`src/rtl/core/connection_sequence_table_defines.svh`:
```
// ---------------------------------------------------------------------------
// connection_sequence_table_defines
// assertion macros used by the connection table back end (cst_back)
// ---------------------------------------------------------------------------
`ifndef CONNECTION_SEQUENCE_TABLE_DEFINES_SVH
`define CONNECTION_SEQUENCE_TABLE_DEFINES_SVH

`ifndef SYNTH
// checked outside reset
`define CST_ASSERT(lbl, prop) \
   lbl: assert property (@(posedge clock) disable iff (reset) prop) \
      else $error("connection table assertion failed");
// checked on every edge, reset included
`define CST_ASSERT_RST(lbl, prop) \
   lbl: assert property (@(posedge clock) prop) \
      else $error("connection table reset assertion failed");
`else
`define CST_ASSERT(lbl, prop)
`define CST_ASSERT_RST(lbl, prop)
`endif

`endif

```
`src/rtl/core/cst_pkg.sv`:
```
// ---------------------------------------------------------------------------
// cst_pkg
// types and codes of the connection sequence table
// ---------------------------------------------------------------------------
package cst_pkg;

   localparam int CNT_W = 7;   // holds an entry count up to the largest depth

   localparam logic [1:0] CMD_TICK   = 2'd0;
   localparam logic [1:0] CMD_OPEN   = 2'd1;
   localparam logic [1:0] CMD_DATA   = 2'd2;
   localparam logic [1:0] CMD_UNUSED = 2'd3;

   localparam logic [2:0] KIND_ACCEPTED  = 3'd0;
   localparam logic [2:0] KIND_DISCARDED = 3'd1;
   localparam logic [2:0] KIND_UNKNOWN   = 3'd2;
   localparam logic [2:0] KIND_OPENED    = 3'd3;
   localparam logic [2:0] KIND_REPLIED   = 3'd4;
   localparam logic [2:0] KIND_REFUSED   = 3'd5;
   localparam logic [2:0] KIND_EVICTED   = 3'd6;
   localparam logic [2:0] KIND_TICK_IDLE = 3'd7;

   localparam logic [1:0] CSR_WRAP_MARGIN   = 2'd0;
   localparam logic [1:0] CSR_TIMEOUT_MS    = 2'd1;
   localparam logic [1:0] CSR_ADDRESS_LIMIT = 2'd2;
   localparam logic [1:0] CSR_TABLE_LIMIT   = 2'd3;

   localparam logic [15:0] SEQ_TOP = 16'hFFFF;

   typedef enum logic [1:0] {
      OP_TICK,
      OP_OPEN,
      OP_DATA,
      OP_NONE
   } op_type;

   typedef enum logic {
      ST_LOOK,
      ST_APPLY
   } state_type;

   typedef struct packed {
      logic [1:0]  cmd;
      logic [31:0] peer_address;
      logic [15:0] peer_port;
      logic [15:0] sequence_req;
      logic [31:0] now_ms;
      logic [15:0] assigned_port;
      logic [31:0] session_key;
   } req_type;

   typedef struct packed {
      logic [2:0]  kind;
      logic        last_of_run;
      logic [3:0]  slot;
      logic [15:0] current_sequence;
      logic [31:0] lost_count;
      logic [31:0] reply_key;
      logic [15:0] reply_port;
      logic [31:0] entry_address;
      logic [15:0] entry_port;
   } rsp_type;

   // classified request as queued between front and back
   typedef struct packed {
      op_type      op;
      logic [31:0] address;
      logic [15:0] key_port;
      logic [15:0] sequence_req;
      logic [31:0] now_ms;
      logic [31:0] session_key;
   } item_type;

   typedef struct packed {
      logic [15:0] wrap_margin;
      logic [30:0] timeout_ms;
      logic [4:0]  per_address_limit;
      logic [4:0]  table_limit;
   } cfg_type;

endpackage

```
`src/rtl/core/cst_front.sv`:
```
// ---------------------------------------------------------------------------
// cst_front
// classifies each request and holds it in a two-entry queue for the back end
// ---------------------------------------------------------------------------
module cst_front (
   input  logic              clock,
   input  logic              reset,
   input  logic              req_valid,
   output logic              req_stall,
   input  cst_pkg::req_type  req_data,
   output logic              item_valid,
   input  logic              item_pop,
   output cst_pkg::item_type item
);

   cst_pkg::item_type q_ff [2];
   logic              wr_ff, wr_in;
   logic              rd_ff, rd_in;
   logic [1:0]        cnt_ff, cnt_in;
   cst_pkg::item_type cls;
   logic              push;

   always_comb begin
      cls.address      = req_data.peer_address;
      cls.sequence_req = req_data.sequence_req;
      cls.now_ms       = req_data.now_ms;
      cls.session_key  = req_data.session_key;
      // an open is keyed by the port it hands out
      cls.key_port     = req_data.peer_port;
      unique case (req_data.cmd)
         cst_pkg::CMD_TICK: begin
            cls.op = cst_pkg::OP_TICK;
         end
         cst_pkg::CMD_OPEN: begin
            cls.op       = cst_pkg::OP_OPEN;
            cls.key_port = req_data.assigned_port;
         end
         cst_pkg::CMD_DATA: begin
            cls.op = cst_pkg::OP_DATA;
         end
         cst_pkg::CMD_UNUSED: begin
            cls.op = cst_pkg::OP_NONE;
         end
      endcase
   end

   assign req_stall  = (cnt_ff == 2'd2);
   assign push       = req_valid && !req_stall;
   assign item_valid = (cnt_ff != 2'd0);
   assign item       = q_ff[rd_ff];

   always_comb begin
      wr_in  = push ? ~wr_ff : wr_ff;
      rd_in  = item_pop ? ~rd_ff : rd_ff;
      cnt_in = cnt_ff + {1'b0, push} - {1'b0, item_pop};
   end

   always_ff @(posedge clock) begin
      if (reset) begin
         wr_ff  <= 1'b0;
         rd_ff  <= 1'b0;
         cnt_ff <= 2'd0;
      end else begin
         wr_ff  <= wr_in;
         rd_ff  <= rd_in;
         cnt_ff <= cnt_in;
      end
   end

   always_ff @(posedge clock) begin
      if (push) begin
         q_ff[wr_ff] <= cls;
      end
   end

endmodule

```
`config.mk`:
```
export PLATFORM = sky130hd
export DESIGN_NAME = cst_front
export DESIGN_NICKNAME = d
export VERILOG_FILES = /design/src/rtl/core/connection_sequence_table_defines.svh /design/src/rtl/core/cst_pkg.sv /design/src/rtl/core/cst_front.sv
export SDC_FILE = /design/constraint.sdc
export NUM_CORES = 1
export LEC_CHECK = 0
export CAP_MARGIN = 30
export CORE_AREA = 2 2 151 153
export CTS_BUF_LIST = sky130_fd_sc_hd__clkbuf_4 sky130_fd_sc_hd__clkbuf_8 sky130_fd_sc_hd__clkbuf_16
export CTS_CLUSTER_DIAMETER = 120
export DETAILED_ROUTE_END_ITERATION = 10
export DIE_AREA = 0 0 153 155
export DONT_BUFFER_PORTS = 1
export GPL_TIMING_DRIVEN = 0
export PLACE_DENSITY_LB_ADDON = 0.08
export SYNTH_ARGS = -nofsm -noshare
export SYNTH_HDL_FRONTEND = slang
export SYNTH_SLANG_ARGS = --single-unit
```
`constraint.sdc`:
```
create_clock -name clock -period 4.95 [get_ports clock]
set_input_delay 0.99 -clock clock [delete_from_list [all_inputs] [get_ports clock]]
set_output_delay 0.99 -clock clock [all_outputs]
set_load 0.01 [all_outputs]
```
# Yosys cells after proc, flatten, opt, wreduce, memory -nomap -nowiden
# Memories as Yosys holds them, arrays and structs flattened. A register that Yosys moved wholly into a read port is not among the register bits.
# Index checks and enable logic that the tools add are counted.
# classes
bitwise,2
reduce_logical,4
n_eq_ne,4
n_mux,6
n_addsub,2
# op_table
cell,count
$mux 16,1
$pmux 2 s4,1
$eq 2x2->1 const B,3
$mux 1,4
$add 2x1->2,1
$eq 2x1->1 const B,1
$logic_not 2->1,1
$not 1->1,2
$reduce_bool 2->1,1
$sub 2x1->2,1
$logic_and 1x1->1,1
$logic_not 1->1,1
# word_totals
n_memories,1
input_bits,150
regBits,4
ramBits,260
# mem_list
name,words,width,rd,rd_clocked_by_memory_dff,wr,line,rtl
q_ff,2,130,1,1,1,cst_front.sv:16,cst_pkg::item_type q_ff [2];

# Depth between registers and ports, before layout
# depth
ltp_word,5
ltp_mapped,8

# Worst setup path after synthesis
# Ideal clock, no wire load.
# synth_path
kind,in2reg
start,input port req_valid
end,"memory q_ff[1][0] in the netlist's numbering, enable pin"
n_path_buf,0
setup_slack_ns,0.413
stages,1
arrival_time_ns,4.032
t_required_ns,4.445
path_cell_list,and3_1
# synth_between
elab_chain_len,3
# synth_lines
item,line,rtl
"start, declared",cst_front.sv:8,"input logic req_valid,"
$logic_and 1x1->1,cst_front.sv:48,assign push = req_valid && !req_stall;
$mux 1,cst_front.sv:71,if (push) begin
$mux 1 (implied by the code),cst_front.sv:72,q_ff[wr_ff] <= cls;
"end, declared",cst_front.sv:16,
# No other way between the ends.

==> results.yml <==
cts:
  cts_hold_buffers: 0
  clkSinkCount: 265
  cts_max_level: 1
  cts_buffers: 27
  clockRootBuffer: "clkbuf_16"
  clock_latency_ns: 0.52
  post_cts_buffers: 0
  clk_pin_slew_ns: 0.06
  cts_tree: "yes"
  cts_buffer_depth: 3
  post_cts_resized: 0
route:
  ant_nets: 0
  drtPass1Iterations: 4
  wirelength_um: 18100
  vias: 4122
  drt_iter0_markers: 231
  viasPerCell: 5.22
  post_drt_wl_per_cell_um: 23.0
  drc: 0
synth:
  synth-edff-count: 260
  synth_largest_area_cell: "edfxtp_1"
  netlist_area_um2: 9860
  synthMostInstantiatedCell: "edfxtp_1"
  synth_area_per_cell_um2: 21.9
  synthTopCellsByArea: "edfxtp_1, mux2_2, buf_6"
  ys_seq_area_frac: 0.802
  synth.distinct_cells: 23
  synth_warnings: 0
  synthTopCellsByCount: "edfxtp_1, mux2_2, buf_6, dfxtp_1, inv_1"
  ys.flop_type: "edfxtp_1"
  synth_cells: 451
  ys_ff_latch: 265
  synth-async-reset-ratio: 0
  syn_nets: 603
  synth_top_area_frac: 0.792
finish:
  antenna_cells: 0
  layout.cells.non_filler: 789
  fillCellCount: 1805
  syn_to_final_growth_pct: 13.8
  multi_input_area_um2: 1770
  seq_area_um2: 7910
  final_core_util: 0.505
  drive_gt1_frac: 0.425
  num-nets-final: 635
pwr:
  total_leakage_power_nw: 3.67
  vdd_drop_max_mv: 0.324
  cellPowerDensity_nw_per_um2: 478
  finalPower_mw: 5.36
grt:
  grt_pass1_vias: 4282
  grtUsageTotal: 0.147
  grt_pass1_wl_um: 26500
  antenna_found_initial: 0
  grt-ovfl-total: 0
  grt_start_max_net_pins: 67
die:
  initial_core_util: 0.443
  core_um2: 22200
  io_pins: 282
  die-area_um2: 23700
  die_w_um: 153
  dieHeight_um: 155
  core.rowCount: 55
sta:
  timing.final.ws_setup_ns: 2.20
  finalCriticalPeriod_ns: 2.75
  worst_pin_slew_ns: 0.651
  finalSetupTns_ns: 0
  finalCritPeriodShare: 0.556
  max_freq_mhz: 363
  timing.final.max_slew_violations: 0
  grt_setup_unrepaired: "no"
  finalHoldViolCount: 0
  slew_headroom: 0.566
  fin_skew_ns: 0.00936
  final-setup-viol-count: 0
status:
  status: "finished clean"
worst_setup_path:
  crit_type: "flip-flop to output pin"
  crit_path_max_fanout: 10
  end_kind: "output pin"
  worstSetupStartpointType: "flip-flop"
  slowest_stage: "mux2_2"
  cpPeakStageDelay_ns: 0.40
  crit_chain: "buf_4 > buf_6 > mux2_2"
  arrival_ns: 1.76
  crit_required_ns: 3.96
worst_hold_path:
  worst_hold_path_type: "flip-flop to flip-flop"
flow_run:
  cap_viol_max_count: 0
place:
  place_ws_ns: 2.20
  place.gp.congestion: 0.713
  port_buffers: 0
  place.detailed.hpwl_um: 12100
  dp.cells: 739
[layer usage]
metal,vias up,routed length (um),track usage
met5,-,0,0
met4,0,416,0.0459
met3,35,2110,0.0694
met2,194,9050,0.245
met1,2050,6560,0.169
li1,1843,-,-
[final cells by class]
class | instances | area share
Multi-Input combinational cell | 164 | 0.158
Sequential cell | 265 | 0.705
Buffer | 18 | 0.0147
Tap cell | 285 | 0.0318
Clock inverter | 18 | 0.0175
Inverter | 4 | 0.00179
Clock buffer | 32 | 0.0636
Timing Repair Buffer | 3 | 0.00736
[flip-flops by register name (all words and copies together) (netlist names), named ones only]
register / cells
cnt_ff: 2
q_ff: 260
rd_ff: 1
wr_ff: 1
[through the flow]
stage                     hold slack (ns)  cell area [um2]
after global placement              0.464            10200
after detailed placement            0.485            10300
after floorplan                     0.452             9860
after CTS                           0.494            11200
final                               0.487            11200
after global routing                0.498            11200
[cell usage in the layout, fill, tap and decap left out, drive strengths merged]
master and n:
xor2 1, or2 1, bufinv 4, clkinvlp 2, edfxtp 260, ha 2
nand2 1, buf 19, a21oi 1, and2 1, clkinv 11, inv 5
and3 1, nor2b 2, nor3 1, nor2 3, mux2 146, nand2b 1
xnor2 1, o21ai 1, clkbuf 34, dfxtp 5, or3 1
[cells by family after synthesis]
kind of cell               count (synthesis)  share of synthesized area
DFF                                      265                      0.802
adders and majority gates                  2                    0.00254
and+or+nand+nor                           12                    0.00724
buffers and inverters                     22                     0.0183
AOI/OAI and AO/OA                          2                    0.00101
muxes                                    146                      0.167
xor gates and xnor gates                   2                    0.00178
[critical path, delay by kind of cell, from the launching register on]
family	cells	cell delay, ns
buf+inv	2	0.48
flops	1	0.35
mux	1	0.40
[where the power goes]
group / total [mW] / internal, mW / leakage [nW] / switching (mW)
Clock: 2.04 / 1.24 / 0.449 / 0.805
Combinational: 0.562 / 0.209 / 0.761 / 0.353
Sequential: 2.76 / 2.72 / 2.46 / 0.0419
Total: 5.36 / 4.16 / 3.67 / 1.20
[final timing paths]
| path | from | endpoint | slack [ns] | cells after the start |
|---|---|---|---|---|
| setup / recovery | flip-flop | item[95] | 2.20 | 3 |
| hold / removal | wr_ff | wr_ff | 0.49 | 2 |
| setup reg to reg | cnt_ff[0] | q_ff[0][32] | 2.66 | 5 |
| hold reg to reg | wr_ff | wr_ff | 0.49 | 2 |
Note: power is estimated with default switching activity, not from simulation.
